[src/rtl/cvta_pkg.sv]
// ----------------------------------------------------------------------------
// cvta_pkg
// Shared types, constants and tables for the turn angle block.
// ----------------------------------------------------------------------------
package cvta_pkg;

   localparam int unsigned JOINT_W   = 5;
   localparam int unsigned COMP_W    = 16;
   localparam int unsigned VEC_W     = 3 * COMP_W;
   localparam int unsigned ANGLE_W   = 16;
   localparam int unsigned REQ_W     = 56;
   localparam int unsigned RSP_W     = 24;
   localparam int unsigned Z_W       = 24;
   localparam int unsigned ATAN_W    = 21;
   localparam int unsigned CORDIC_N  = 20;
   localparam int unsigned MUL_OPS   = 12;
   localparam int unsigned SQRT_N    = 32;

   localparam logic [ANGLE_W-1:0] PI_Q14      = 16'd51472;
   localparam logic signed [Z_W-1:0] HALF_PI_Q20 = 24'sd1647099;

   // one request as it travels from the front to the back
   typedef struct packed {
      logic [JOINT_W-1:0] joint;
      logic [VEC_W-1:0]   cur;    // x in the low bits
      logic [VEC_W-1:0]   prev;   // x in the low bits
      logic               calc;   // angle must be computed
   } entry_type;

   function automatic logic [ATAN_W-1:0] atan_q20(input logic [4:0] i);
      logic [ATAN_W-1:0] v;
      case (i)
         5'd0:    v = 21'd823550;
         5'd1:    v = 21'd486170;
         5'd2:    v = 21'd256879;
         5'd3:    v = 21'd130396;
         5'd4:    v = 21'd65451;
         5'd5:    v = 21'd32757;
         5'd6:    v = 21'd16383;
         5'd7:    v = 21'd8192;
         5'd8:    v = 21'd4096;
         5'd9:    v = 21'd2048;
         5'd10:   v = 21'd1024;
         5'd11:   v = 21'd512;
         5'd12:   v = 21'd256;
         5'd13:   v = 21'd128;
         5'd14:   v = 21'd64;
         5'd15:   v = 21'd32;
         5'd16:   v = 21'd16;
         5'd17:   v = 21'd8;
         5'd18:   v = 21'd4;
         5'd19:   v = 21'd2;
         default: v = 21'd0;
      endcase
      return v;
   endfunction

   // magnitude of a cross product component, at most 2^31
   function automatic logic [31:0] mag34(input logic signed [33:0] v);
      logic signed [33:0] m;
      m = v[33] ? -v : v;
      return m[31:0];
   endfunction

   // Q20 angle to Q14, clamped to 0..pi
   function automatic logic [ANGLE_W-1:0] angle_q14(input logic signed [Z_W-1:0] z);
      logic [Z_W-1:0] r;
      logic [Z_W-1:0] q;
      r = $unsigned(z) + 24'd32;
      q = r >> 6;
      if (z[Z_W-1]) begin
         return '0;
      end else if (q > {8'd0, PI_Q14}) begin
         return PI_Q14;
      end
      return q[ANGLE_W-1:0];
   endfunction

endpackage

[src/rtl/cvta_front.sv]
// ----------------------------------------------------------------------------
// cvta_front
// Accepts requests, keeps per-joint history and frame counts, classifies.
// ----------------------------------------------------------------------------
module cvta_front
   import cvta_pkg::*;
#(
   parameter int MAX_JOINTS = 32
) (
   input  logic             clock,
   input  logic             reset,
   input  logic             req_tvalid,
   output logic             req_tready,
   input  logic [REQ_W-1:0] req_tdata,
   input  logic             req_tuser,
   output logic             q_push,
   output entry_type        q_entry,
   input  logic             q_full
);

   localparam int IDX_W = (MAX_JOINTS > 1) ? $clog2(MAX_JOINTS) : 1;

   logic [VEC_W-1:0]   mem [MAX_JOINTS];
   logic [VEC_W-1:0]   prev_rd_ff;
   logic [1:0]         fs_ff [MAX_JOINTS];
   logic               s1_vld_ff, s1_vld_in;
   logic [JOINT_W-1:0] s1_joint_ff;
   logic [VEC_W-1:0]   s1_cur_ff;
   logic               s1_calc_ff;

   logic [JOINT_W-1:0] joint;
   logic [IDX_W-1:0]   idx;
   logic               in_range;
   logic               accept;
   logic [1:0]         seen;

   assign joint      = req_tdata[JOINT_W-1:0];
   assign idx        = IDX_W'(joint);
   assign in_range   = ({27'd0, joint} < 32'(MAX_JOINTS));
   assign req_tready = !s1_vld_ff && !q_full;
   assign accept     = req_tvalid && req_tready;
   assign seen       = req_tuser ? 2'd0 : fs_ff[idx];
   assign s1_vld_in  = accept;

   always_ff @(posedge clock) begin
      if (reset) begin
         s1_vld_ff <= 1'b0;
         for (int j = 0; j < MAX_JOINTS; j++) begin
            fs_ff[j] <= 2'd0;
         end
      end else begin
         s1_vld_ff <= s1_vld_in;
         if (accept && in_range) begin
            fs_ff[idx] <= (seen == 2'd2) ? 2'd2 : seen + 2'd1;
         end
      end
   end

   always_ff @(posedge clock) begin
      if (accept) begin
         s1_joint_ff <= joint;
         s1_cur_ff   <= req_tdata[JOINT_W +: VEC_W];
         s1_calc_ff  <= in_range && (seen == 2'd2);
         prev_rd_ff  <= mem[idx];
         if (in_range) begin
            mem[idx] <= req_tdata[JOINT_W +: VEC_W];
         end
      end
   end

   assign q_push        = s1_vld_ff;
   assign q_entry.joint = s1_joint_ff;
   assign q_entry.cur   = s1_cur_ff;
   assign q_entry.prev  = prev_rd_ff;
   assign q_entry.calc  = s1_calc_ff;

endmodule

[config.mk]
export PLATFORM = sky130hd
export DESIGN_NAME = cvta_front
export DESIGN_NICKNAME = d
export VERILOG_FILES = /design/src/rtl/cvta_pkg.sv /design/src/rtl/cvta_front.sv
export SDC_FILE = /design/constraint.sdc
export NUM_CORES = 2
export LEC_CHECK = 0
export ABC_AREA = 1
export BUFFER_PORTS_ARGS = -buffer_cell sky130_fd_sc_hd__buf_2
export CAP_MARGIN = 25
export CORE_MARGIN = 4
export CORE_UTILIZATION = 27
export CTS_BUF_LIST = sky130_fd_sc_hd__clkbuf_16
export DETAILED_ROUTE_END_ITERATION = 16
export GPL_TIMING_DRIVEN = 0
export PLACE_DENSITY = 0.42
export SLEW_MARGIN = 20
export SYNTH_ARGS = -nofsm -noshare
export SYNTH_HDL_FRONTEND = slang
export SYNTH_SLANG_ARGS = --single-unit
[constraint.sdc]
create_clock -name clock -period 9.55 [get_ports clock]
set_input_delay 0.955 -clock clock [delete_from_list [all_inputs] [get_ports clock]]
set_output_delay 0.955 -clock clock [all_outputs]
set_load 0.05 [all_outputs]
==> metrics.md <==
| Metric | Value |
|---|---|
| Most Frequent Cell on Critical Path | `buf_2` |
| Layout net count | `5,205` |
| Placed cell count | `approximately 8,100` |
| Sw frac | `about a quarter` |
| Setup crit start kind | `input port` |
| Crit share post-route | `approximately 47%` |
| Worst-path clk slew | `~60 ps` |
| DRC viols | `0` |
| Clk_lat worst skew | `820 ps` |
| Initial antenna violation count | `30` |
| First-pass GRT wire length | `323,000 µm` |
| Crit Path Class | `in -> reg` |
| Core Area | `about 0.24 mm²` |
| Synth cell count leaders | `nand2_1, edfxtp_1, a22oi_1, nand4_1, nor2_1` |
| RR Endpoint | `mem[2][30]` |
| I/O Pins | `about 170` |
| Yosys top cell by area | `edfxtp_1` |
| Rows | `178` |
| Htree depth | `4` |
| Count leader, synth | `nand2_1` |
| Reg2Reg Setup Slack | `5760 ps` |
| Layout Cells excl Fill | `8,446` |
| Crit-path max FO | `10` |
| Worst EP arrival | `approximately 5000 ps` |
| Drt pass-1 iters | `6` |
| R2R Path Start | `q_push` |
| Final Wtd Congestion | `approximately 0.77` |
| Post-CTS Setup Repair Bufs | `0` |
| Ys Warns | `0` |
| TritonCTS clock tree | `yes` |
| Die height | `approximately 500 µm` |
| Cell count after synthesis | `between 4,000 and 5,000` |
| Vias in the first global route | `about 39,000` |
| Skew final | `25.1 ps` |
| DR iter-0 viols | `between 4,000 and 5,000` |
| Slowest stage delay, CP | `740 ps` |
| VDD IR-drop max | `0.000131 V` |
| FFs w/ async S/R, synth | `0%` |
| Clock Root Buffer | `clkbuf_16` |
| Routed via count | `around 40,000` |
| Logic pwr share | `approximately 5.7%` |
| Worst hold path type | `in -> reg` |
| CTS Hold Buffers Added | `0` |
| Final Hold Viols | `0` |
| Port bufs | `~160` |
| CTS Buf Count | `just under 200` |
| Top cell type's share of synthesized area | `between 70% and 80%` |
| Unrepaired setup endpoints after global routing | `false` |
| Share of post-route cells with drive strength above 1 | `about an eighth` |
| # clock sinks | `approximately 1,700` |
| Routed Antenna Nets | `0` |
| Via-to-Cell Ratio | `around 4.8` |
| EDFF count, synth | `1,702` |
| Slew margin rel. | `31.4%` |
| Leak pwr | `between 20 and 30 nW` |
| Critical Path RT | `just over 10,000 ps` |
| CP Launch Point | `req_tdata[0]` |
| Initial Util | `a little over a quarter` |
| Cell variety after synth | `20` |
| Crit-path cells | `buf_2 -> buf_4 -> inv_2 -> nor2_2 -> buf_2 -> nand2_1 -> clkbuf_1 -> nor2_4 -> buf_12 -> buf_16` |
| Seq/Total Area, Yosys | `about 80%` |
| Area Growth Syn to Fin | `22.2%` |
| Synthesized area | `0.0640 mm²` |
| Post-detail-place hpwl | `156,000 µm` |
| Pin count of the biggest net entering global routing | `61` |
| Fin util | `between 30% and 40%` |
| Critical Path Slowest Stage Cell | `buf_2` |
| Power density over cell area | `211 mW/mm²` |
| DR WL/cell | `approximately 28 µm` |
| CTS max path bufs | `3` |
| Largest cells by area after synthesis | `edfxtp_1, nand2_1, a22oi_1, nand4_1, nor2_1` |
| Final Max Tran Viols | `0` |
| Slew of the pin with the lowest slew margin | `between 1000 and 1500 ps` |
| Dominant synthesized flop cell | `edfxtp_1` |
| Synthesized flop and latch total | `between 1,500 and 2,000` |
| Net load switching power | `about 0.0039 W` |
| Clk pwr share | `43.8%` |
| Final setup violation count | `0` |
| Sequential Power Share | `between 50 and 60%` |
| Critical Path End | `mem[5][28]` |
| R2R depth | `9` |
| Syn_nets | `4,712` |
| Internal power | `around 0.013 W` |
| Status | `finished, final reports clean` |
| Die area | `0.245 mm²` |
| GR Util All Layers | `a little under a fifth` |
| Gr ovfl total | `0` |
| Syn Area/Cell | `roughly 14 µm²` |
| Fmax | `222 MHz` |
| Tmin final | `4500 ps` |
| Gates resized, CTS repair | `0` |
| Total of max-cap violations | `0` |
| CP Capture Type | `register` |
| Routed wire length | `approximately 240,000 µm` |
| Chip Width | `495 µm` |
## area by class of cell
| type | count | area (µm²) |
|---|---|---|
| fill | 23300 | 157000 |
| sequential | 1703 | 51100 |
| multi-input combinational | 2689 | 12100 |
| clock buffer | 203 | 5080 |
| tap | 3150 | 3940 |
| timing repair buffer | 294 | 3810 |
| clock inverter | 146 | 1070 |
| buffer | 237 | 1000 |
| inverter | 20 | 82.6 |
| antenna | 4 | 10.0 |
## worst min path at each step
stage	from	endpoint	slack (ps)	depth (start not counted)
floorplan	mem[10][0]	prev_rd_ff[0]	660	6
global placement	q_push	q_push	640	3
detailed placement	mem[17][25]	prev_rd_ff[25]	770	6
CTS	req_tdata[0]	s1_joint_ff[0]	270	1
global route	req_tdata[0]	s1_joint_ff[0]	300	1
finish	req_tdata[0]	s1_joint_ff[0]	350	1
## cell usage in the layout (no fill, tap or decap)
master         n
bufinv_16     11
clkinvlp_4     9
clkinv_4       6
nor3_2         6
inv_8          2
buf_2        208
nor2_4        33
buf_12        73
nand4_1      240
inv_6          4
edfxtp_1    1702
buf_6          1
nor2_1       167
buf_1         35
clkbuf_1     118
inv_1         50
dfxtp_1        1
buf_16        54
buf_4          4
nor2_2         2
clkbuf_2      36
clkbuf_16    203
buf_8          2
inv_2          4
clkinv_2      36
inv_16         1
nor3_1         2
ha_1           2
clkinv_8       2
clkinv_1      39
a21oi_1        4
diode_2        4
clkinv_16      2
a22oi_1      288
nand2_1     1913
o21ai_0       26
nand3_1        6
## worst max-delay path: cells and delay by family
family,cells,cell delay (ps)
buf+inv,7,2120
simple gates,3,1810
## flip-flops by register name, indices dropped and copies added, names as in the netlist
| signal | flops |
|---|---|
| s1_cur_ff | 48 |
| fs_ff | 64 |
| q_push | 1 |
| prev_rd_ff | 48 |
| s1_calc_ff | 1 |
| mem | 1536 |
| s1_joint_ff | 5 |
## layer usage
metal	wire length, µm	vias to the layer above	GRT usage, %	share of wire, %
met5	21	-	0	0.0089
met4	6110	4	5.01	2.6
met3	14100	286	2.94	6.0
met2	110000	1423	30.4	47
met1	105000	20800	26.6	45
li1	-	17800	-	-
## per-stage QoR
step | power, W | hold WS (ps) | TNS, ps | area [µm²] | setup WS (ps)
after global routing | 0.0171 | 301 | 0 | 78200 | 5080
final | 0.0165 | 345 | 0 | 78300 | 5050
after global placement | 0.00939 | 643 | -4182820 | 68800 | -4300
after CTS | 0.0167 | 275 | 0 | 78200 | 5150
after detailed placement | 0.00943 | 769 | 0 | 72100 | 4270
after floorplan | 0.00890 | 656 | 0 | 64000 | 2220
## cell families after synthesis
kind of cell               count (synthesis)  synth area share (%)
DFF                                     1703                  79.8
buffers and inverters                    257                  1.61
AOI/OAI and AO/OA                        318                  3.61
adders and majority gates                  2                0.0391
and+or+nand+nor                         2369                  14.9
## power groups by stage
stage | Sequential (W) | Combinational, W | Clock (W)
after global routing | 0.00831 | 0.00102 | 0.00773
after detailed placement | 0.00847 | 0.000961 | 0
after global placement | 0.00848 | 0.000919 | 0
after floorplan | 0.00855 | 0.000345 | 0
final | 0.00831 | 0.000945 | 0.00722
after CTS | 0.00831 | 0.000964 | 0.00742
No activity file was read; power rests on OpenSTA's default activity.
