### config.mk
export PLATFORM = sky130hd
export DESIGN_NAME = cvta_back
export DESIGN_NICKNAME = d
export VERILOG_FILES = /design/src/rtl/cvta_pkg.sv /design/src/rtl/cvta_back.sv
export SDC_FILE = /design/constraint.sdc
export NUM_CORES = 2
export LEC_CHECK = 0
export BUFFER_PORTS_ARGS = -buffer_cell sky130_fd_sc_hd__buf_2
export CAP_MARGIN = 0
export CELL_PAD_IN_SITES_DETAIL_PLACEMENT = 1
export CELL_PAD_IN_SITES_GLOBAL_PLACEMENT = 1
export CORE_ASPECT_RATIO = 0.8
export CORE_UTILIZATION = 47
export DETAILED_ROUTE_END_ITERATION = 8
export GPL_TIMING_DRIVEN = 0
export PLACE_DENSITY = 0.91
export REMOVE_ABC_BUFFERS = 1
export SYNTH_ARGS = -nofsm -noshare
export SYNTH_HDL_FRONTEND = slang
export SYNTH_SLANG_ARGS = --single-unit
### constraint.sdc
create_clock -name clock -period 10.7 [get_ports clock]
set_clock_uncertainty 0.1 [all_clocks]
set_input_delay 2.14 -clock clock [delete_from_list [all_inputs] [get_ports clock]]
set_output_delay 2.14 -clock clock [all_outputs]
set_load 0.01 [all_outputs]
### src/rtl/cvta_pkg.sv
// ----------------------------------------------------------------------------
// cvta_pkg
// Shared types, constants and tables for the turn angle block.
// ----------------------------------------------------------------------------
package cvta_pkg;

   localparam int unsigned JOINT_W   = 5;
   localparam int unsigned COMP_W    = 16;
   localparam int unsigned VEC_W     = 3 * COMP_W;
   localparam int unsigned ANGLE_W   = 16;
   localparam int unsigned REQ_W     = 56;
   localparam int unsigned RSP_W     = 24;
   localparam int unsigned Z_W       = 24;
   localparam int unsigned ATAN_W    = 21;
   localparam int unsigned CORDIC_N  = 20;
   localparam int unsigned MUL_OPS   = 12;
   localparam int unsigned SQRT_N    = 32;

   localparam logic [ANGLE_W-1:0] PI_Q14      = 16'd51472;
   localparam logic signed [Z_W-1:0] HALF_PI_Q20 = 24'sd1647099;

   // one request as it travels from the front to the back
   typedef struct packed {
      logic [JOINT_W-1:0] joint;
      logic [VEC_W-1:0]   cur;    // x in the low bits
      logic [VEC_W-1:0]   prev;   // x in the low bits
      logic               calc;   // angle must be computed
   } entry_type;

   function automatic logic [ATAN_W-1:0] atan_q20(input logic [4:0] i);
      logic [ATAN_W-1:0] v;
      case (i)
         5'd0:    v = 21'd823550;
         5'd1:    v = 21'd486170;
         5'd2:    v = 21'd256879;
         5'd3:    v = 21'd130396;
         5'd4:    v = 21'd65451;
         5'd5:    v = 21'd32757;
         5'd6:    v = 21'd16383;
         5'd7:    v = 21'd8192;
         5'd8:    v = 21'd4096;
         5'd9:    v = 21'd2048;
         5'd10:   v = 21'd1024;
         5'd11:   v = 21'd512;
         5'd12:   v = 21'd256;
         5'd13:   v = 21'd128;
         5'd14:   v = 21'd64;
         5'd15:   v = 21'd32;
         5'd16:   v = 21'd16;
         5'd17:   v = 21'd8;
         5'd18:   v = 21'd4;
         5'd19:   v = 21'd2;
         default: v = 21'd0;
      endcase
      return v;
   endfunction

   // magnitude of a cross product component, at most 2^31
   function automatic logic [31:0] mag34(input logic signed [33:0] v);
      logic signed [33:0] m;
      m = v[33] ? -v : v;
      return m[31:0];
   endfunction

   // Q20 angle to Q14, clamped to 0..pi
   function automatic logic [ANGLE_W-1:0] angle_q14(input logic signed [Z_W-1:0] z);
      logic [Z_W-1:0] r;
      logic [Z_W-1:0] q;
      r = $unsigned(z) + 24'd32;
      q = r >> 6;
      if (z[Z_W-1]) begin
         return '0;
      end else if (q > {8'd0, PI_Q14}) begin
         return PI_Q14;
      end
      return q[ANGLE_W-1:0];
   endfunction

endpackage

### src/rtl/cvta_back.sv
// ----------------------------------------------------------------------------
// cvta_back
// Products on a shared multiplier, bit-serial square root, CORDIC atan2.
// ----------------------------------------------------------------------------
module cvta_back
   import cvta_pkg::*;
(
   input  logic             clock,
   input  logic             reset,
   input  entry_type        q_head,
   input  logic             q_empty,
   output logic             q_pop,
   output logic             rsp_tvalid,
   input  logic             rsp_tready,
   output logic [RSP_W-1:0] rsp_tdata
);

   typedef enum logic [4:0] {
      ST_IDLE = 5'b00001,
      ST_MUL  = 5'b00010,
      ST_SQRT = 5'b00100,
      ST_CORD = 5'b01000,
      ST_DONE = 5'b10000
   } state_type;

   state_type          st_ff, st_in;
   logic [4:0]         cnt_ff, cnt_in;
   entry_type          item_ff;
   logic signed [63:0] prod_ff;
   logic signed [33:0] cx_ff, cy_ff, cz_ff;
   logic signed [34:0] dot_ff;
   logic [63:0]        sum_ff;
   logic [34:0]        rem_ff;
   logic [31:0]        root_ff;
   logic signed [35:0] x_ff, y_ff;
   logic signed [Z_W-1:0] z_ff;
   logic [ANGLE_W-1:0] ang_ff;
   logic               rsp_tvalid_ff;
   logic [RSP_W-1:0]   rsp_tdata_ff;

   logic signed [31:0] op_a, op_b;
   logic signed [15:0] ax, ay, az, bx, by, bz;
   logic [34:0]        rem_sh, trial;
   logic [34:0]        rem_in;
   logic [31:0]        root_in;
   logic signed [35:0] xs, ys, x_in, y_in;
   logic signed [Z_W-1:0] z_in, atan_s;
   logic               out_free;

   assign ax = $signed(item_ff.cur[15:0]);
   assign ay = $signed(item_ff.cur[31:16]);
   assign az = $signed(item_ff.cur[47:32]);
   assign bx = $signed(item_ff.prev[15:0]);
   assign by = $signed(item_ff.prev[31:16]);
   assign bz = $signed(item_ff.prev[47:32]);

   assign q_pop      = (st_ff == ST_IDLE) && !q_empty;
   assign out_free   = !rsp_tvalid_ff || rsp_tready;
   assign rsp_tvalid = rsp_tvalid_ff;
   assign rsp_tdata  = rsp_tdata_ff;

   always_comb begin
      case (cnt_ff)
         5'd0:    begin op_a = 32'(ay); op_b = 32'(bz); end
         5'd1:    begin op_a = 32'(az); op_b = 32'(by); end
         5'd2:    begin op_a = 32'(az); op_b = 32'(bx); end
         5'd3:    begin op_a = 32'(ax); op_b = 32'(bz); end
         5'd4:    begin op_a = 32'(ax); op_b = 32'(by); end
         5'd5:    begin op_a = 32'(ay); op_b = 32'(bx); end
         5'd6:    begin op_a = 32'(ax); op_b = 32'(bx); end
         5'd7:    begin op_a = 32'(ay); op_b = 32'(by); end
         5'd8:    begin op_a = 32'(az); op_b = 32'(bz); end
         5'd9:    begin op_a = $signed(mag34(cx_ff)); op_b = $signed(mag34(cx_ff)); end
         5'd10:   begin op_a = $signed(mag34(cy_ff)); op_b = $signed(mag34(cy_ff)); end
         5'd11:   begin op_a = $signed(mag34(cz_ff)); op_b = $signed(mag34(cz_ff)); end
         default: begin op_a = '0; op_b = '0; end
      endcase
   end

   always_comb begin
      rem_sh = {rem_ff[32:0], sum_ff[63:62]};
      trial  = {1'b0, root_ff, 2'b01};
      if (rem_sh >= trial) begin
         rem_in  = rem_sh - trial;
         root_in = {root_ff[30:0], 1'b1};
      end else begin
         rem_in  = rem_sh;
         root_in = {root_ff[30:0], 1'b0};
      end
   end

   always_comb begin
      xs     = x_ff >>> cnt_ff;
      ys     = y_ff >>> cnt_ff;
      atan_s = $signed({3'd0, atan_q20(cnt_ff)});
      if (y_ff > 36'sd0) begin
         x_in = x_ff + ys;
         y_in = y_ff - xs;
         z_in = z_ff + atan_s;
      end else begin
         x_in = x_ff - ys;
         y_in = y_ff + xs;
         z_in = z_ff - atan_s;
      end
   end

   always_comb begin
      st_in  = st_ff;
      cnt_in = cnt_ff;
      case (st_ff)
         ST_IDLE: begin
            if (!q_empty) begin
               st_in  = q_head.calc ? ST_MUL : ST_DONE;
               cnt_in = 5'd0;
            end
         end
         ST_MUL: begin
            cnt_in = cnt_ff + 5'd1;
            if (cnt_ff == 5'(MUL_OPS)) begin
               st_in  = ST_SQRT;
               cnt_in = 5'd0;
            end
         end
         ST_SQRT: begin
            cnt_in = cnt_ff + 5'd1;
            if (cnt_ff == 5'(SQRT_N - 1)) begin
               st_in  = (root_in == 32'd0) ? ST_DONE : ST_CORD;
               cnt_in = 5'd0;
            end
         end
         ST_CORD: begin
            cnt_in = cnt_ff + 5'd1;
            if (cnt_ff == 5'(CORDIC_N - 1)) begin
               st_in = ST_DONE;
            end
         end
         ST_DONE: begin
            if (out_free) begin
               st_in = ST_IDLE;
            end
         end
         default: st_in = ST_IDLE;
      endcase
   end

   always_ff @(posedge clock) begin
      if (reset) begin
         st_ff         <= ST_IDLE;
         cnt_ff        <= 5'd0;
         rsp_tvalid_ff <= 1'b0;
      end else begin
         st_ff  <= st_in;
         cnt_ff <= cnt_in;
         if (st_ff == ST_DONE && out_free) begin
            rsp_tvalid_ff <= 1'b1;
         end else if (rsp_tready) begin
            rsp_tvalid_ff <= 1'b0;
         end
      end
   end

   always_ff @(posedge clock) begin
      case (st_ff)
         ST_IDLE: begin
            item_ff <= q_head;
            cx_ff   <= '0;
            cy_ff   <= '0;
            cz_ff   <= '0;
            dot_ff  <= '0;
            sum_ff  <= '0;
            rem_ff  <= '0;
            root_ff <= '0;
            ang_ff  <= '0;
         end
         ST_MUL: begin
            prod_ff <= op_a * op_b;
            case (cnt_ff)
               5'd1:    cx_ff  <= cx_ff + 34'(prod_ff);
               5'd2:    cx_ff  <= cx_ff - 34'(prod_ff);
               5'd3:    cy_ff  <= cy_ff + 34'(prod_ff);
               5'd4:    cy_ff  <= cy_ff - 34'(prod_ff);
               5'd5:    cz_ff  <= cz_ff + 34'(prod_ff);
               5'd6:    cz_ff  <= cz_ff - 34'(prod_ff);
               5'd7,
               5'd8,
               5'd9:    dot_ff <= dot_ff + 35'(prod_ff);
               5'd10,
               5'd11,
               5'd12:   sum_ff <= sum_ff + $unsigned(prod_ff);
               default: ;
            endcase
         end
         ST_SQRT: begin
            rem_ff  <= rem_in;
            root_ff <= root_in;
            sum_ff  <= {sum_ff[61:0], 2'b00};
            if (cnt_ff == 5'(SQRT_N - 1)) begin
               if (root_in == 32'd0) begin
                  ang_ff <= dot_ff[34] ? PI_Q14 : '0;
               end else if (dot_ff[34]) begin
                  x_ff <= $signed({4'd0, root_in});
                  y_ff <= -36'(dot_ff);
                  z_ff <= HALF_PI_Q20;
               end else begin
                  x_ff <= 36'(dot_ff);
                  y_ff <= $signed({4'd0, root_in});
                  z_ff <= '0;
               end
            end
         end
         ST_CORD: begin
            x_ff <= x_in;
            y_ff <= y_in;
            z_ff <= z_in;
            if (cnt_ff == 5'(CORDIC_N - 1)) begin
               ang_ff <= angle_q14(z_in);
            end
         end
         ST_DONE: begin
            if (out_free) begin
               rsp_tdata_ff <= {3'd0, ang_ff, item_ff.joint};
            end
         end
         default: ;
      endcase
   end

endmodule

==> impl_metrics.tcl, run 1 <==
set metrics [dict create \
    status "did not finish" \
    haltStage "5_1_grt" \
    firstError "[ERROR GRT-0232] Routing congestion too high. Check the congestion heatmap in the GUI." \
    grt_max_degree 85 \
    netlist_area_um2 85100 \
    die_h_um 383 \
    hold_buffers 0 \
    gr-total-overflow 227 \
    synth.distinct_cells 115 \
    postGrtWorstEndpoint "prod_ff[63]$_DFFE_PP_/D" \
    cts_buffers 76 \
    htree_levels 3 \
    pin_count 132 \
    clockBufferDepth 3 \
    synth-seq-cells 595 \
    root_buffer "clkbuf_16" \
    gp_congestion 0.975 \
    synth_ff_type "edfxtp_1" \
    synthArstFlopShare_pct 0 \
    hpwlAfterDp_mm 253 \
    postSynthCellCount 9283 \
    std_cell_rows 139 \
    worst-ep-kind "register data pin" \
    synth_edf_count 564 \
    numPortBuffers 128 \
    cts_num_sinks 595 \
    synth_warnings 0 \
    initial_core_util_pct 47.4 \
    yosysSeqAreaShare_pct 20.6 \
    dpl_cell_area_um2 88500 \
    syn_avg_cell_area_um2 9.17 \
    grt_util_all_layers_pct 57.3 \
    die_w_um 478 \
]
[per-layer routing]
layer	overflow	GRT usage (%)
met1	0	58.5
met2	110	70.1
met3	14	46.2
met4	102	49.6
met5	1	36.9
[cells by family after synthesis]
family	count (synthesis)	share of synthesized area, %
simple gates	2860	15.0
buf+inv	1669	7.55
compound gates	1633	12.2
fa+ha+maj	1619	33.4
xor+xnor	659	6.78
flops	595	20.6
mux	247	4.46
other cells	1	0.00441
[stage by stage]
| step | std cells | utilization [%] | setup WS [ps] |
|---|---|---|---|
| 2_1_floorplan | 8857 | - | -5660 |
| 3_3_place_gp | 11382 | 48.4 | -13340 |
| 3_5_place_dp | 11452 | 49.3 | -4450 |
| 4_1_cts | 11753 | 52.4 | -587 |
[synth_stat cells, types with 105 or more instances]
master | number | area (µm²)
inv_1 | 1239 | 4650
nand2_1 | 1096 | 4110
fa_1 | 1090 | 21800
nor2_1 | 964 | 3620
edfxtp_1 | 564 | 16900
ha_1 | 529 | 6620
a21oi_1 | 466 | 2330
o21ai_0 | 386 | 1930
xnor2_1 | 341 | 2990
clkbuf_1 | 336 | 1260
xor2_1 | 318 | 2790
a21o_1 | 191 | 1430
nor3_1 | 136 | 681
mux2i_1 | 117 | 1170
nand3_1 | 105 | 526
[what timing repair did]
action | in CTS
pin swaps | 131
endpoints found under the setup margin | 51
gates resized for setup | 441
gates cloned | 17
setup buffers | 149
==> inputs of run 2 (changes only) <==
--- a/config.mk
+++ b/config.mk
@@ -7,13 +7,10 @@
 export LEC_CHECK = 0
 export BUFFER_PORTS_ARGS = -buffer_cell sky130_fd_sc_hd__buf_2
 export CAP_MARGIN = 0
-export CELL_PAD_IN_SITES_DETAIL_PLACEMENT = 1
-export CELL_PAD_IN_SITES_GLOBAL_PLACEMENT = 1
-export CORE_ASPECT_RATIO = 0.8
-export CORE_UTILIZATION = 47
+export CORE_UTILIZATION = 35
 export DETAILED_ROUTE_END_ITERATION = 8
 export GPL_TIMING_DRIVEN = 0
-export PLACE_DENSITY = 0.91
+export PLACE_DENSITY_LB_ADDON = 0.15
 export REMOVE_ABC_BUFFERS = 1
 export SYNTH_ARGS = -nofsm -noshare
 export SYNTH_HDL_FRONTEND = slang
==> constraint.sdc (replaced) <==
create_clock -name clock -period 13.9 [get_ports clock]
set_clock_uncertainty 0.1 [all_clocks]
set_input_delay 2.78 -clock clock [delete_from_list [all_inputs] [get_ports clock]]
set_output_delay 2.78 -clock clock [all_outputs]
set_load 0.01 [all_outputs]
==> run 2 against run 1 <==
Net effect: the flow now finishes, with violations (capacitance limit, slew limit); synthesized area unchanged; synthesized cell count unchanged.
==> impl_metrics.tcl, run 2 <==
set metrics [dict create \
    status "finished with violations" \
    violations "capacitance limit, slew limit" \
    worst_slack_ps 492 \
    dp.cells 12267 \
    gr-total-overflow 0 \
    initial_core_util_pct 35.3 \
    layout_common_cells "inv_1 (1233), fa_1 (1088), nand2_1 (1070)" \
    rsz0062_at_grt "no" \
    post-route-period-util_pct 96.5 \
    vias 67901 \
    yosys-top-cells-count "inv_1 (1239), nand2_1 (1096), fa_1 (1090)" \
    synth_edf_count 564 \
    synth-seq-cells 595 \
    hp-class "register to register" \
    synth_ff_type "edfxtp_1" \
    cp_data_arrival_time_ps 13690 \
    end_kind "register" \
    cp_data_required_time_ps 14180 \
    yosysSeqAreaShare_pct 20.6 \
    htree_levels 3 \
    fin_util_pct 38.5 \
    crit_family "simple AND/OR/NAND/NOR gates" \
    finalHoldViolations 0 \
    worst_path_max_delay_cell "nand2_1" \
    die_w_um 495 \
    post-synth-top-area-cell "fa_1" \
    critPathMostFrequentCell "fa_1" \
    final_antenna_net_count 0 \
    cts_buffers 78 \
    grt_pass1_vias 69394 \
    dieArea_um2 245000 \
    antenna_found_initial 10 \
    numPortBuffers 128 \
    syn2layout_area_growth_pct 9.00 \
    core_area_um2 241000 \
    reg_top3 "prod_ff (64), sum_ff (64)" \
    worst_pin_slew_ps 1500 \
    std_cell_rows 180 \
    grt_util_all_layers_pct 23.8 \
    gp_congestion 0.928 \
    clk_pin_slew_worst_paths_ps 60 \
    final_cell_count_no_fill 12419 \
    critPathMaxFanout 19 \
    fin_crit_ps 13410 \
    synth_top_cell_area_share_pct 25.6 \
    dp_slack_ps -2110 \
    hold_buffers 0 \
    report.final.slew_viol_count 6 \
    synth_area_leaders "fa_1 (26%), edfxtp_1 (20%), ha_1 (7.8%)" \
    hpwlAfterDp_mm 224 \
    firstDrtPassIters 7 \
    drt_iter0_markers 5455 \
    clockBufferDepth 3 \
    synth_warnings 0 \
    drive_above_1_share_pct 7.08 \
    wl_per_cell_um 23.4 \
    root_buffer "clkbuf_16" \
    netlist_area_um2 85100 \
    drv_cap 1 \
    setup_viol 0 \
    die_h_um 495 \
    cts_tree "done" \
    drt_wl_total_mm 291 \
    pin_count 132 \
    syn_avg_cell_area_um2 9.17 \
    start_kind "register" \
    crit_type "register to register" \
    slew_headroom_pct -0.0922 \
    cpPeakStageDelay_ps 1230 \
    final_common_cell "inv_1" \
    synthArstFlopShare_pct 0 \
    yosysMostFrequentCell "inv_1" \
    synth.distinct_cells 115 \
    drc 0 \
    viasPerCell 5.47 \
    postSynthCellCount 9283 \
    clkLatencyLatePin_ps 720 \
    fmax_ghz 0.0746 \
    grt_pass1_wl_mm 439 \
    finish.net_count 10893 \
    tns_ps 0 \
    grt_max_degree 75 \
    final.fill_count 24353 \
    cts_num_sinks 595 \
    worst-path-buf-inv 5 \
]
run 2: cell counts after synthesis:
No cell type changed its count.
run 2: timing repair:
item / CTS / global route
resized for setup: 19 / 9
buffers inserted: 2 / 4
pin swaps: 1 / 1
endpoints found under the setup margin: 28 / 7
run 2: metrics by stage:
step | hold WS, ps | instance area [µm²]
detailed placement | 305 | 89900
finish | 311 | 92800
global placement | 304 | 88000
global route | 321 | 92800
CTS | 314 | 92700
floorplan | 300 | 83400
run 2: worst paths after layout:
kind / startpoint / to / slack (ps) / cells past startpoint
min reg2reg: ang_ff[13] / rsp_tdata[18] / 310 / 0
max reg2reg: cz_ff[5] / prod_ff[63] / 490 / 34
max: cz_ff[5] / prod_ff[63] / 490 / 34
min: ang_ff[13] / rsp_tdata[18] / 310 / 0
run 2: worst register-to-register path: cells and delay by family, from the launching register on:
kind / cells / cell delay [ps]
AND/OR/NAND/NOR: 9 / 4520
XOR/XNOR: 2 / 400
adder cells (fa/ha/maj): 9 / 4150
AO/OA/AOI/OAI: 9 / 3100
flip-flops: 1 / 480
buffers and inverters: 5 / 320
run 2: cell type report:
type | count | area, µm² | area share, %
sequential | 595 | 17600 | 18.9
inverter | 1241 | 4670 | 5.04
timing repair buffer | 231 | 2320 | 2.50
tap | 3185 | 3990 | 4.30
antenna | 3 | 7.51 | 0.00809
clock inverter | 48 | 687 | 0.740
clock buffer | 95 | 2040 | 2.19
multi-input combinational | 7021 | 61500 | 66.3
run 2: cell families (layout without fill, tap and decap cells):
| logic type | Yosys count | in the layout | share of synthesized area, % |
|---|---|---|---|
| other cells | 1 | 6 | 0.00441 |
| xor+xnor | 659 | 659 | 6.78 |
| compound gates | 1633 | 1633 | 12.2 |
| mux | 247 | 247 | 4.46 |
| fa+ha+maj | 1619 | 1619 | 33.4 |
| buf+inv | 1669 | 1615 | 7.55 |
| simple gates | 2860 | 2860 | 15.0 |
| flops | 595 | 595 | 20.6 |
run 2: layer usage:
layer	vias up	part of all wire, %	GRT usage [%]
li1	30726	-	-
met1	34253	44	32.2
met2	2431	45	38.0
met3	487	6.7	3.76
met4	4	4.3	9.08
met5	-	0.011	0
Power of run 2 is left out: the tool's default activity adds up to more than one toggle a clock period on the data nets, which glitch-free logic cannot reach.
