## config.mk

```make
export PLATFORM = sky130hd
export DESIGN_NAME = cvta_queue
export DESIGN_NICKNAME = d
export VERILOG_FILES = /design/src/rtl/cvta_pkg.sv /design/src/rtl/cvta_queue.sv
export SDC_FILE = /design/constraint.sdc
export NUM_CORES = 1
export LEC_CHECK = 0
export BUFFER_PORTS_ARGS = -buffer_cell sky130_fd_sc_hd__buf_2
export CORE_AREA = 2 2 123 125
export CTS_BUF_LIST = sky130_fd_sc_hd__clkbuf_8
export DETAILED_ROUTE_END_ITERATION = 16
export DIE_AREA = 0 0 125 127
export GPL_ROUTABILITY_DRIVEN = 1
export HOLD_SLACK_MARGIN = 0.02
export PLACE_DENSITY = 0.85
export SYNTH_ARGS = -nofsm -noshare
export SYNTH_HDL_FRONTEND = slang
export SYNTH_SLANG_ARGS = --single-unit
```

## constraint.sdc

```tcl
create_clock -name clock -period 9.6 [get_ports clock]
set_input_delay 1.92 -clock clock [delete_from_list [all_inputs] [get_ports clock]]
set_output_delay 1.92 -clock clock [all_outputs]
set_load 0.02 [all_outputs]
```

## src/rtl/cvta_pkg.sv

```systemverilog
// ----------------------------------------------------------------------------
// cvta_pkg
// Shared types, constants and tables for the turn angle block.
// ----------------------------------------------------------------------------
package cvta_pkg;

   localparam int unsigned JOINT_W   = 5;
   localparam int unsigned COMP_W    = 16;
   localparam int unsigned VEC_W     = 3 * COMP_W;
   localparam int unsigned ANGLE_W   = 16;
   localparam int unsigned REQ_W     = 56;
   localparam int unsigned RSP_W     = 24;
   localparam int unsigned Z_W       = 24;
   localparam int unsigned ATAN_W    = 21;
   localparam int unsigned CORDIC_N  = 20;
   localparam int unsigned MUL_OPS   = 12;
   localparam int unsigned SQRT_N    = 32;

   localparam logic [ANGLE_W-1:0] PI_Q14      = 16'd51472;
   localparam logic signed [Z_W-1:0] HALF_PI_Q20 = 24'sd1647099;

   // one request as it travels from the front to the back
   typedef struct packed {
      logic [JOINT_W-1:0] joint;
      logic [VEC_W-1:0]   cur;    // x in the low bits
      logic [VEC_W-1:0]   prev;   // x in the low bits
      logic               calc;   // angle must be computed
   } entry_type;

   function automatic logic [ATAN_W-1:0] atan_q20(input logic [4:0] i);
      logic [ATAN_W-1:0] v;
      case (i)
         5'd0:    v = 21'd823550;
         5'd1:    v = 21'd486170;
         5'd2:    v = 21'd256879;
         5'd3:    v = 21'd130396;
         5'd4:    v = 21'd65451;
         5'd5:    v = 21'd32757;
         5'd6:    v = 21'd16383;
         5'd7:    v = 21'd8192;
         5'd8:    v = 21'd4096;
         5'd9:    v = 21'd2048;
         5'd10:   v = 21'd1024;
         5'd11:   v = 21'd512;
         5'd12:   v = 21'd256;
         5'd13:   v = 21'd128;
         5'd14:   v = 21'd64;
         5'd15:   v = 21'd32;
         5'd16:   v = 21'd16;
         5'd17:   v = 21'd8;
         5'd18:   v = 21'd4;
         5'd19:   v = 21'd2;
         default: v = 21'd0;
      endcase
      return v;
   endfunction

   // magnitude of a cross product component, at most 2^31
   function automatic logic [31:0] mag34(input logic signed [33:0] v);
      logic signed [33:0] m;
      m = v[33] ? -v : v;
      return m[31:0];
   endfunction

   // Q20 angle to Q14, clamped to 0..pi
   function automatic logic [ANGLE_W-1:0] angle_q14(input logic signed [Z_W-1:0] z);
      logic [Z_W-1:0] r;
      logic [Z_W-1:0] q;
      r = $unsigned(z) + 24'd32;
      q = r >> 6;
      if (z[Z_W-1]) begin
         return '0;
      end else if (q > {8'd0, PI_Q14}) begin
         return PI_Q14;
      end
      return q[ANGLE_W-1:0];
   endfunction

endpackage

```

## src/rtl/cvta_queue.sv

```systemverilog
// ----------------------------------------------------------------------------
// cvta_queue
// Two-entry queue between the front and the back.
// ----------------------------------------------------------------------------
module cvta_queue
   import cvta_pkg::*;
(
   input  logic      clock,
   input  logic      reset,
   input  logic      push,
   input  entry_type push_entry,
   input  logic      pop,
   output entry_type head,
   output logic      empty,
   output logic      full
);

   entry_type  slot_ff [2];
   logic       wr_ptr_ff, wr_ptr_in;
   logic       rd_ptr_ff, rd_ptr_in;
   logic [1:0] cnt_ff, cnt_in;

   assign empty = (cnt_ff == 2'd0);
   assign full  = (cnt_ff == 2'd2);
   assign head  = slot_ff[rd_ptr_ff];

   always_comb begin
      wr_ptr_in = push ? ~wr_ptr_ff : wr_ptr_ff;
      rd_ptr_in = pop ? ~rd_ptr_ff : rd_ptr_ff;
      cnt_in    = cnt_ff + {1'b0, push} - {1'b0, pop};
   end

   always_ff @(posedge clock) begin
      if (reset) begin
         wr_ptr_ff <= 1'b0;
         rd_ptr_ff <= 1'b0;
         cnt_ff    <= 2'd0;
      end else begin
         wr_ptr_ff <= wr_ptr_in;
         rd_ptr_ff <= rd_ptr_in;
         cnt_ff    <= cnt_in;
      end
   end

   always_ff @(posedge clock) begin
      if (push) begin
         slot_ff[wr_ptr_ff] <= push_entry;
      end
   end

endmodule

```

==> results.txt, run 1 <==
----------------------------------------------------
[Die]
  Core Rows ... between 40 and 50
  Io pins ... 210
  Core Region ... ~14000 um^2
  Starting density of the core ... between 50% and 60%
  Die boundary height ... 127 um
  Die area ... approximately 16000 um^2
  DIE WIDTH ... roughly 130 um

[Drt]
  Total wire length after detailed routing ... 13.83 mm
  Vias post-DR ... roughly 3900
  Remaining design rule violation count ... 0
  Remaining antenna violation count after routing ... 0
  Drt initial violations ... 183
  DR WL/cell ... around 18 um
  DRT Pass-1 Iters ... 4
  Drt via density ... 4.985

[Logic synthesis]
  Number of synthesis warnings ... 0
  Most numerous cell in the Yosys netlist ... edfxtp_1
  Leading register cell type out of synthesis ... edfxtp_1
  Distinct cell type count of the synthesized netlist ... 14
  Post-synth EDFFs ... 204
  Post-synth top cells ... edfxtp_1, mux2_4, mux2_2
  Top-area cell type share of the netlist area ... slightly below 80%
  Number of nets produced by synthesis ... 446
  Cell type contributing the most total cell area after synthesis ... edfxtp_1
  Cell Area, Synth ... between 7000 and 8000 um^2
  Mean area per synthesized cell ... 23.37 um^2
  Sequential element share of the synthesized area ... about four fifths
  Async S/R FF share, synth ... 0%
  Cell count after synthesis ... between 300 and 400
  Leading post-synthesis cells by cell area ... edfxtp_1, mux2_4, mux2_2
  Seq cells post-synth ... about 210

[GRT]
  Antenna violations before repair ... 1
  Number of global-route vias before repair ... about 4200
  GRT overflow ... 0
  Pin count of the biggest net entering global routing ... 66
  Global-route track usage on met3 ... under 10%
  First-pass GRT wire length ... 21.14 mm
  GR met2 Demand/Resource ... 29.76%
  Overall track demand over capacity in global routing ... approximately 17%
  Most used routing layer ... met2
  Routing usage on met1 ... roughly a fifth

[Placed design]
  Post-detailed-placement cell area ... between 9000 and 10000 um^2
  Global placement routability congestion ... 0.7008
  Final HPWL DP ... around 9.2 mm
  Cell count after placement ... roughly 720
  Port buffer count ... approximately 210

[Clock tree]
  Cts-stage hold buffer count ... 0
  Number of gates resized after cts ... 0
  CTS tree ... yes
  # clock sinks ... between 200 and 250
  Post-CTS setup buffers ... 0
  Worst-Skew Late Latency ... approximately 490 ps
  # H-tree levels ... 2
  CTS Buffer Depth ... 3
  Clock input transition at the sequential cells of the worst setup and hold paths ... approximately 50 ps
  Num CTS Buffers ... 34
  Buffer type at the clock tree root ... clkbuf_8

[Power and ir drop]
  Internal cell power ... between 1.5 and 2 mW
  Clock group share of total power ... 35.0%
  Switching power ... 0.4918 mW
  Sequential group share of total power ... between 50% and 60%
  Worst voltage drop across the vdd grid ... 0.1742 mV
  Switching share of power ... about a quarter
  Overall power ... approximately 2.1 mW
  Total power density per cell area ... around 220 nW/um^2
  Leakage dissipation ... roughly 3.9 nW
  Share of power burned in combinational logic ... a little over an eighth

[Timing]
  Period utilization ... 50.10%
  Unrepaired setup endpoints after global routing ... no
  Relative slew slack ... a little under a third
  Final hold slack ... 534.6 ps
  Number of endpoints failing setup at the final stage ... 0
  Actual slew at the worst max-slew pin ... about 1000 ps
  Clock skew ... 14.35 ps
  Final count of pins violating max slew ... 0
  Final Hold Violating Endpoints ... 0
  Peak Freq ... approximately 0.21 GHz
  Fin crit period ... between 4000 and 5000 ps
  Aggregate negative setup slack ... 0 ps

[Finish]
  Synthesis-to-layout area growth ... 23.68%
  Number of nets at the end of the flow ... about 680
  Ratio of cells with drive above 1 in the final layout ... 60.70%
  Final design area excluding fillers ... 9769 um^2
  Layout Cells excl Fill ... roughly 780
  Ant. Diodes ... 0

[Hold path]
  Worst hold stages ... 2
  Worst hold-check path type ... flop to flop
  Hold wc startpoint ... rd_ptr_ff

[Setup path]
  Crit path DAT ... ~2900 ps
  Register-to-register path setup slack ... 7460 ps
  Endpoint of the lowest-slack register-to-register path ... slot_ff[1][12]
  CP Launch Type ... flop
  Worst-case reg-to-reg path depth ... 2
  FF-to-FF Start ... wr_ptr_ff
  Critical path required time ... 7680 ps
  Path type of the worst setup path ... flop to output port
  Maximum fanout along the worst path ... 61
  Endpoint class of the critical path ... output port

[Run status]
  Status ... finished, final reports clean

[Job]
  Max-capacitance violation count ... 0

----------------------------------------------------
==> worst max-delay path by stage <==
stage | start | to | slack [ps] | cells after the start
global placement | flop | head[0] | 5290 | 3
CTS | flop | head[0] | 4710 | 3
finish | flop | head[0] | 4790 | 3
detailed placement | flop | head[0] | 5250 | 3
floorplan | push | slot_ff[0][0] | 2670 | 1
global route | flop | head[0] | 4620 | 3
==> power groups by stage <==
stage                     Sequential [mW]  Clock [mW]  Combinational (mW)
after global routing                 1.10       0.801               0.292
after global placement               1.11           0               0.271
after CTS                            1.10       0.759               0.278
after floorplan                      1.10           0               0.199
after detailed placement             1.11           0               0.276
final                                1.09       0.737               0.274
==> stage by stage <==
| step | setup slack [ps] | utilization, % |
|---|---|---|
| finish | 4790 | 67.73 |
| global route | 4617 | 67.73 |
| CTS | 4708 | 67.73 |
| detailed placement | 5248 | 63.17 |
| global placement | 5289 | 63.17 |
| floorplan | 2666 | - |
==> layer usage <==
| metal | wire length (um) | share of wire [%] |
|---|---|---|
| met2 | 7265 | 53 |
| met3 | 1243 | 9.0 |
| met5 | 13 | 0.094 |
| met1 | 5114 | 37 |
| met4 | 195 | 1.4 |
==> worst max-delay path, stage by stage (launching register included) <==
cell     delay, ps
dfxtp_4       1020
buf_4          740
mux2_2         410
buf_2          160
==> placed cells by master, fill, tap and decap left out, types with 3 or more instances in the layout <==
cell and instances:
inv_1 7, bufinv_16 3, nor2_1 5, clkinv_2 6, edfxtp_1 204, dfxtp_1 4, clkinv_1 8, mux2_4 80
clkbuf_8 35, buf_4 4, mux2_2 22, buf_2 209
==> cells by family (layout without fill, tap and decap cells) <==
group	Yosys count	after routing	share of synthesized area (%)
and+or+nand+nor	9	9	0.5545
muxes	102	102	18.34
xor gates and xnor gates	3	3	0.5069
buffers and inverters	13	273	1.457
DFF	209	209	78.82
adders and majority gates	2	2	0.3168
==> sequential cells by signal, indices dropped and copies added (netlist names), named ones only <==
register and count:
cnt_ff 2, rd_ptr_ff 1, slot_ff 204, wr_ptr_ff 1
==> final cells by class <==
| class | count | area, um^2 |
|---|---|---|
| inverter | 2 | 7.507 |
| tap | 184 | 230.2 |
| multi-input combinational | 116 | 1568 |
| fill | 952 | 4654 |
| clock buffer | 35 | 481.7 |
| timing repair buffer | 213 | 1076 |
| clock inverter | 23 | 176.4 |
| sequential | 209 | 6230 |
Note: power is estimated with default switching activity, not from simulation.
==> inputs of run 2 (changes only) <==
--- a/config.mk
+++ b/config.mk
@@ -5,14 +5,15 @@
 export SDC_FILE = /design/constraint.sdc
 export NUM_CORES = 1
 export LEC_CHECK = 0
+export ABC_AREA = 1
 export BUFFER_PORTS_ARGS = -buffer_cell sky130_fd_sc_hd__buf_2
-export CORE_AREA = 2 2 123 125
+export CORE_AREA = 2 2 125 127
 export CTS_BUF_LIST = sky130_fd_sc_hd__clkbuf_8
 export DETAILED_ROUTE_END_ITERATION = 16
-export DIE_AREA = 0 0 125 127
+export DIE_AREA = 0 0 127 129
 export GPL_ROUTABILITY_DRIVEN = 1
 export HOLD_SLACK_MARGIN = 0.02
-export PLACE_DENSITY = 0.85
+export PLACE_DENSITY = 0.83
 export SYNTH_ARGS = -nofsm -noshare
 export SYNTH_HDL_FRONTEND = slang
 export SYNTH_SLANG_ARGS = --single-unit
==> constraint.sdc (replaced) <==
create_clock -name clock -period 4.95 [get_ports clock]
set_input_delay 0.99 -clock clock [delete_from_list [all_inputs] [get_ports clock]]
set_output_delay 0.99 -clock clock [all_outputs]
set_load 0.02 [all_outputs]
==> run 2 against run 1 <==
  * Sequential share of layout area up 0.11 points
  * Flip-flop and latch count unchanged
  * Largest cell class unchanged
  * Synthesized cell count up 3.0%
  * Clock skew up 2.8 ps
==> results.txt, run 2 <==
----------------------------------------------------
[Placed design]
  Final HPWL DP ... 9.212 mm (+0.56%)
  Port buffer count ... 209 (unchanged)
  Worst setup slack after placement ... 2027 ps (-3220 ps)
  Global placement routability congestion ... 0.6881 (-1.8%)

[Logic synthesis]
  Post-synth EDFFs ... 204 (unchanged)
  Sequential element share of the synthesized area ... 78.75% (about the same)
  Multiplexer share of the synthesized area ... 18.33% (about the same)
  Distinct cell type count of the synthesized netlist ... 15 (+1)
  Top-area cell type share of the netlist area ... 77.48% (about the same)
  Mean area per synthesized cell ... 22.72 um^2 (-2.8%)
  Dominant combinational cell family by area after synthesis ... multiplexers
  Most numerous cell in the Yosys netlist ... edfxtp_1
  Number of nets produced by synthesis ... 456 (+2.2%)
  Cell type contributing the most total cell area after synthesis ... edfxtp_1
  Compound-gate portion of the synthesized area ... 0.06330% (+0.063 points)
  Async S/R FF share, synth ... 0% (unchanged)
  Number of synthesis warnings ... 0 (unchanged)
  Cell count after synthesis ... 348 (+3.0%)
  Synthesized-area fraction occupied by xor and xnor cells ... 0.1108% (-0.40 points)
  Adder and majority gate portion of the synthesized area ... 0.3165% (about the same)
  Seq cells post-synth ... 209 (unchanged)
  Post-synth top cells ... edfxtp_1, mux2_4, mux2_2
  Leading register cell type out of synthesis ... edfxtp_1
  Post-synthesis simple-gate area fraction ... 0.6963% (+0.14 points)
  Leading post-synthesis cells by cell area ... edfxtp_1, mux2_4, mux2_2
  Cell Area, Synth ... 7906 um^2 (about the same)

[Die]
  DIE WIDTH ... 127 um (+1.6%)
  Io pins ... 210 (unchanged)
  Die area ... 16380 um^2 (+3.2%)
  Core Rows ... 45 (+2.3%)
  Die boundary height ... 129 um (+1.6%)
  Starting density of the core ... 52.79% (-2.0 points)
  Core Region ... 14980 um^2 (+3.8%)

[Drt]
  Drt via density ... 4.960 (-0.50%)
  Vias post-DR ... 3958 (+1.5%)
  Remaining antenna violation count after routing ... 0 (unchanged)
  DRT Pass-1 Iters ... 6 (+2)
  Total wire length after detailed routing ... 14.10 mm (+2.0%)
  Remaining design rule violation count ... 0 (unchanged)
  DR WL/cell ... 17.67 um (about the same)
  Drt initial violations ... 223 (+22%)

[Setup path]
  Endpoint of the lowest-slack register-to-register path ... slot_ff[1][71]
  Critical path required time ... 3960 ps (-3720 ps)
  Crit path DAT ... 2410 ps (-480 ps)
  Path type of the worst setup path ... flop to output port
  Maximum fanout along the worst path ... 59 (-3.3%)
  Endpoint class of the critical path ... output port
  FF-to-FF Start ... wr_ptr_ff
  Worst-case reg-to-reg path depth ... 3 (+1)
  CP Launch Type ... flop
  Register-to-register path setup slack ... 2860 ps (-4600 ps)

[Timing]
  Final Hold Violating Endpoints ... 0 (unchanged)
  Fin crit period ... 3404 ps
  Relative slew slack ... 26.12% (-4.6 points)
  Final count of pins violating max slew ... 0 (unchanged)
  Unrepaired setup endpoints after global routing ... no
  Setup ws final ... 1546 ps (-3244 ps)
  Number of endpoints failing setup at the final stage ... 0 (unchanged)
  Aggregate negative setup slack ... 0 ps (unchanged)
  Clock skew ... 17.15 ps (+2.798 ps)
  Period utilization ... between 60% and 70%
  Peak Freq ... approximately 0.3 GHz
  Actual slew at the worst max-slew pin ... 1108 ps (+69.29 ps)

[Run status]
  Status ... finished, final reports clean

[Clock tree]
  # H-tree levels ... 2 (unchanged)
  CTS tree ... yes
  # clock sinks ... 209 (unchanged)
  Num CTS Buffers ... 34 (unchanged)
  CTS Buffer Depth ... 3 (unchanged)
  Post-CTS setup buffers ... 0 (unchanged)
  Cts-stage hold buffer count ... 0 (unchanged)
  Number of gates resized after cts ... 0 (unchanged)
  Worst-Skew Late Latency ... 490 ps (about the same)
  Clock input transition at the sequential cells of the worst setup and hold paths ... 60 ps (about the same)
  Buffer type at the clock tree root ... clkbuf_8

[GRT]
  Number of global-route vias before repair ... 4397 (+4.0%)
  Overall track demand over capacity in global routing ... 16.98% (-0.21 points)
  GRT overflow ... 0 (unchanged)
  Antenna violations before repair ... 1 (unchanged)
  First-pass GRT wire length ... 21.44 mm (+1.4%)
  Pin count of the biggest net entering global routing ... 87 (+32%)

[Hold path]
  Worst hold-check path type ... flop to flop
  Worst min-delay path endpoint ... rd_ptr_ff
  Hold wc startpoint ... rd_ptr_ff
  Worst hold stages ... 2 (unchanged)

[Power and ir drop]
  Sequential group share of total power ... 53.7% (+1.7 points)
  Worst voltage drop across the vdd grid ... 0.3211 mV (+84%)
  Total power density per cell area ... 400.3 nW/um^2 (+86%)
  Switching power ... 0.9361 mW (+90%)
  Internal cell power ... 2.968 mW (+84%)
  Clock group share of total power ... 33.5% (-1.5 points)
  Share of power burned in combinational logic ... 12.9% (about the same)
  Leakage dissipation ... 3.916 nW (+0.30%)
  Switching share of power ... 23.98% (+0.61 points)

[Job]
  Max-capacitance violation count ... 0 (unchanged)

[Finish]
  Most common cell after layout, fill and taps aside ... buf_2
  Ratio of cells with drive above 1 in the final layout ... 58.85% (-1.8 points)
  Number of nets at the end of the flow ... 694 (+1.5%)
  Ant. Diodes ... 0 (unchanged)
  Most used cells in the layout excluding fill and tap cells ... buf_2, edfxtp_1, mux2_4, clkbuf_8, mux2_2
  Regs by FF count ... slot_ff (204), cnt_ff (2)
  Number of fill cells in the layout ... 1049 (+10%)
  Largest register FFs ... 204 (unchanged)
  Synthesis-to-layout area growth ... 23.36%
  Register containing the most flip-flops in the final layout ... slot_ff

----------------------------------------------------
[run 2: changes by cell type in the layout (fill, tap and decap cells not counted), sizes merged, moves of 2 or more]
cell    delta
nand2      +4
nor2b      -3
clkbuf     +2
nor2       +3
bufinv     -3
inv        +9
[run 2: cells by family (layout without fill, tap and decap cells)]
| group | Yosys count | after routing |
|---|---|---|
| AO/OA/AOI/OAI | 1 | 1 |
| multiplexers | 102 | 102 |
| adder cells (fa/ha/maj) | 2 | 2 |
| flip-flops | 209 | 209 |
| buffers and inverters | 19 | 281 |
| AND/OR/NAND/NOR | 14 | 14 |
| XOR/XNOR | 1 | 1 |
[run 2: metrics by stage]
stage	hold slack (ps)	instance area (um^2)	total power, mW	instances	utilization [%]
after floorplan	479.9	7909	2.471	348	-
final	540.9	9753	3.904	798	65.12
after global routing	578.7	9753	4.062	798	65.12
after detailed placement	527.1	9149	2.640	738	61.09
after CTS	539.0	9753	3.948	798	65.12
after global placement	493.4	9149	2.621	738	61.09
[run 2: power groups by stage]
stage / Clock [mW] / Combinational [mW] / Sequential, mW
3_5_place_dp: 0 / 0.507 / 2.13
5_1_grt: 1.42 / 0.535 / 2.10
3_3_place_gp: 0 / 0.496 / 2.12
6_report: 1.31 / 0.502 / 2.09
4_1_cts: 1.34 / 0.509 / 2.10
2_1_floorplan: 0 / 0.360 / 2.11
[run 2: metal layers]
layer | track usage, % | part of all wire (%) | vias up
li1 | - | - | 1848
met2 | 29.06 | 51 | 167
met3 | 6.736 | 8.2 | 20
met5 | 0 | 0 | -
met4 | 6.464 | 1.8 | 0
met1 | 19.39 | 39 | 1923
[run 2: cell type report]
| type | count | area (um^2) | area share [%] |
|---|---|---|---|
| Inverter | 8 | 32.53 | 0.3335 |
| Timing Repair Buffer | 213 | 1101 | 11.29 |
| Sequential cell | 209 | 6230 | 63.87 |
| Tap cell | 188 | 235.2 | 2.412 |
| Clock buffer | 37 | 509.2 | 5.221 |
| Multi-Input combinational cell | 120 | 1550 | 15.89 |
| Clock inverter | 23 | 95.09 | 0.9750 |
[run 2: worst max-delay path, stage by stage, from the launching register on]
cell,delay (ps)
dfxtp_4,860
buf_12,430
mux2_2,390
buf_2,160
[run 2: worst max path at each step]
stage | end | slack [ps] | depth (start not counted)
2_1_floorplan | slot_ff[0][0] | 860 | 2
3_3_place_gp | head[101] | 2070 | 3
3_5_place_dp | head[10] | 2030 | 3
4_1_cts | head[10] | 1490 | 3
5_1_grt | head[7] | 1440 | 3
6_report | head[9] | 1550 | 3
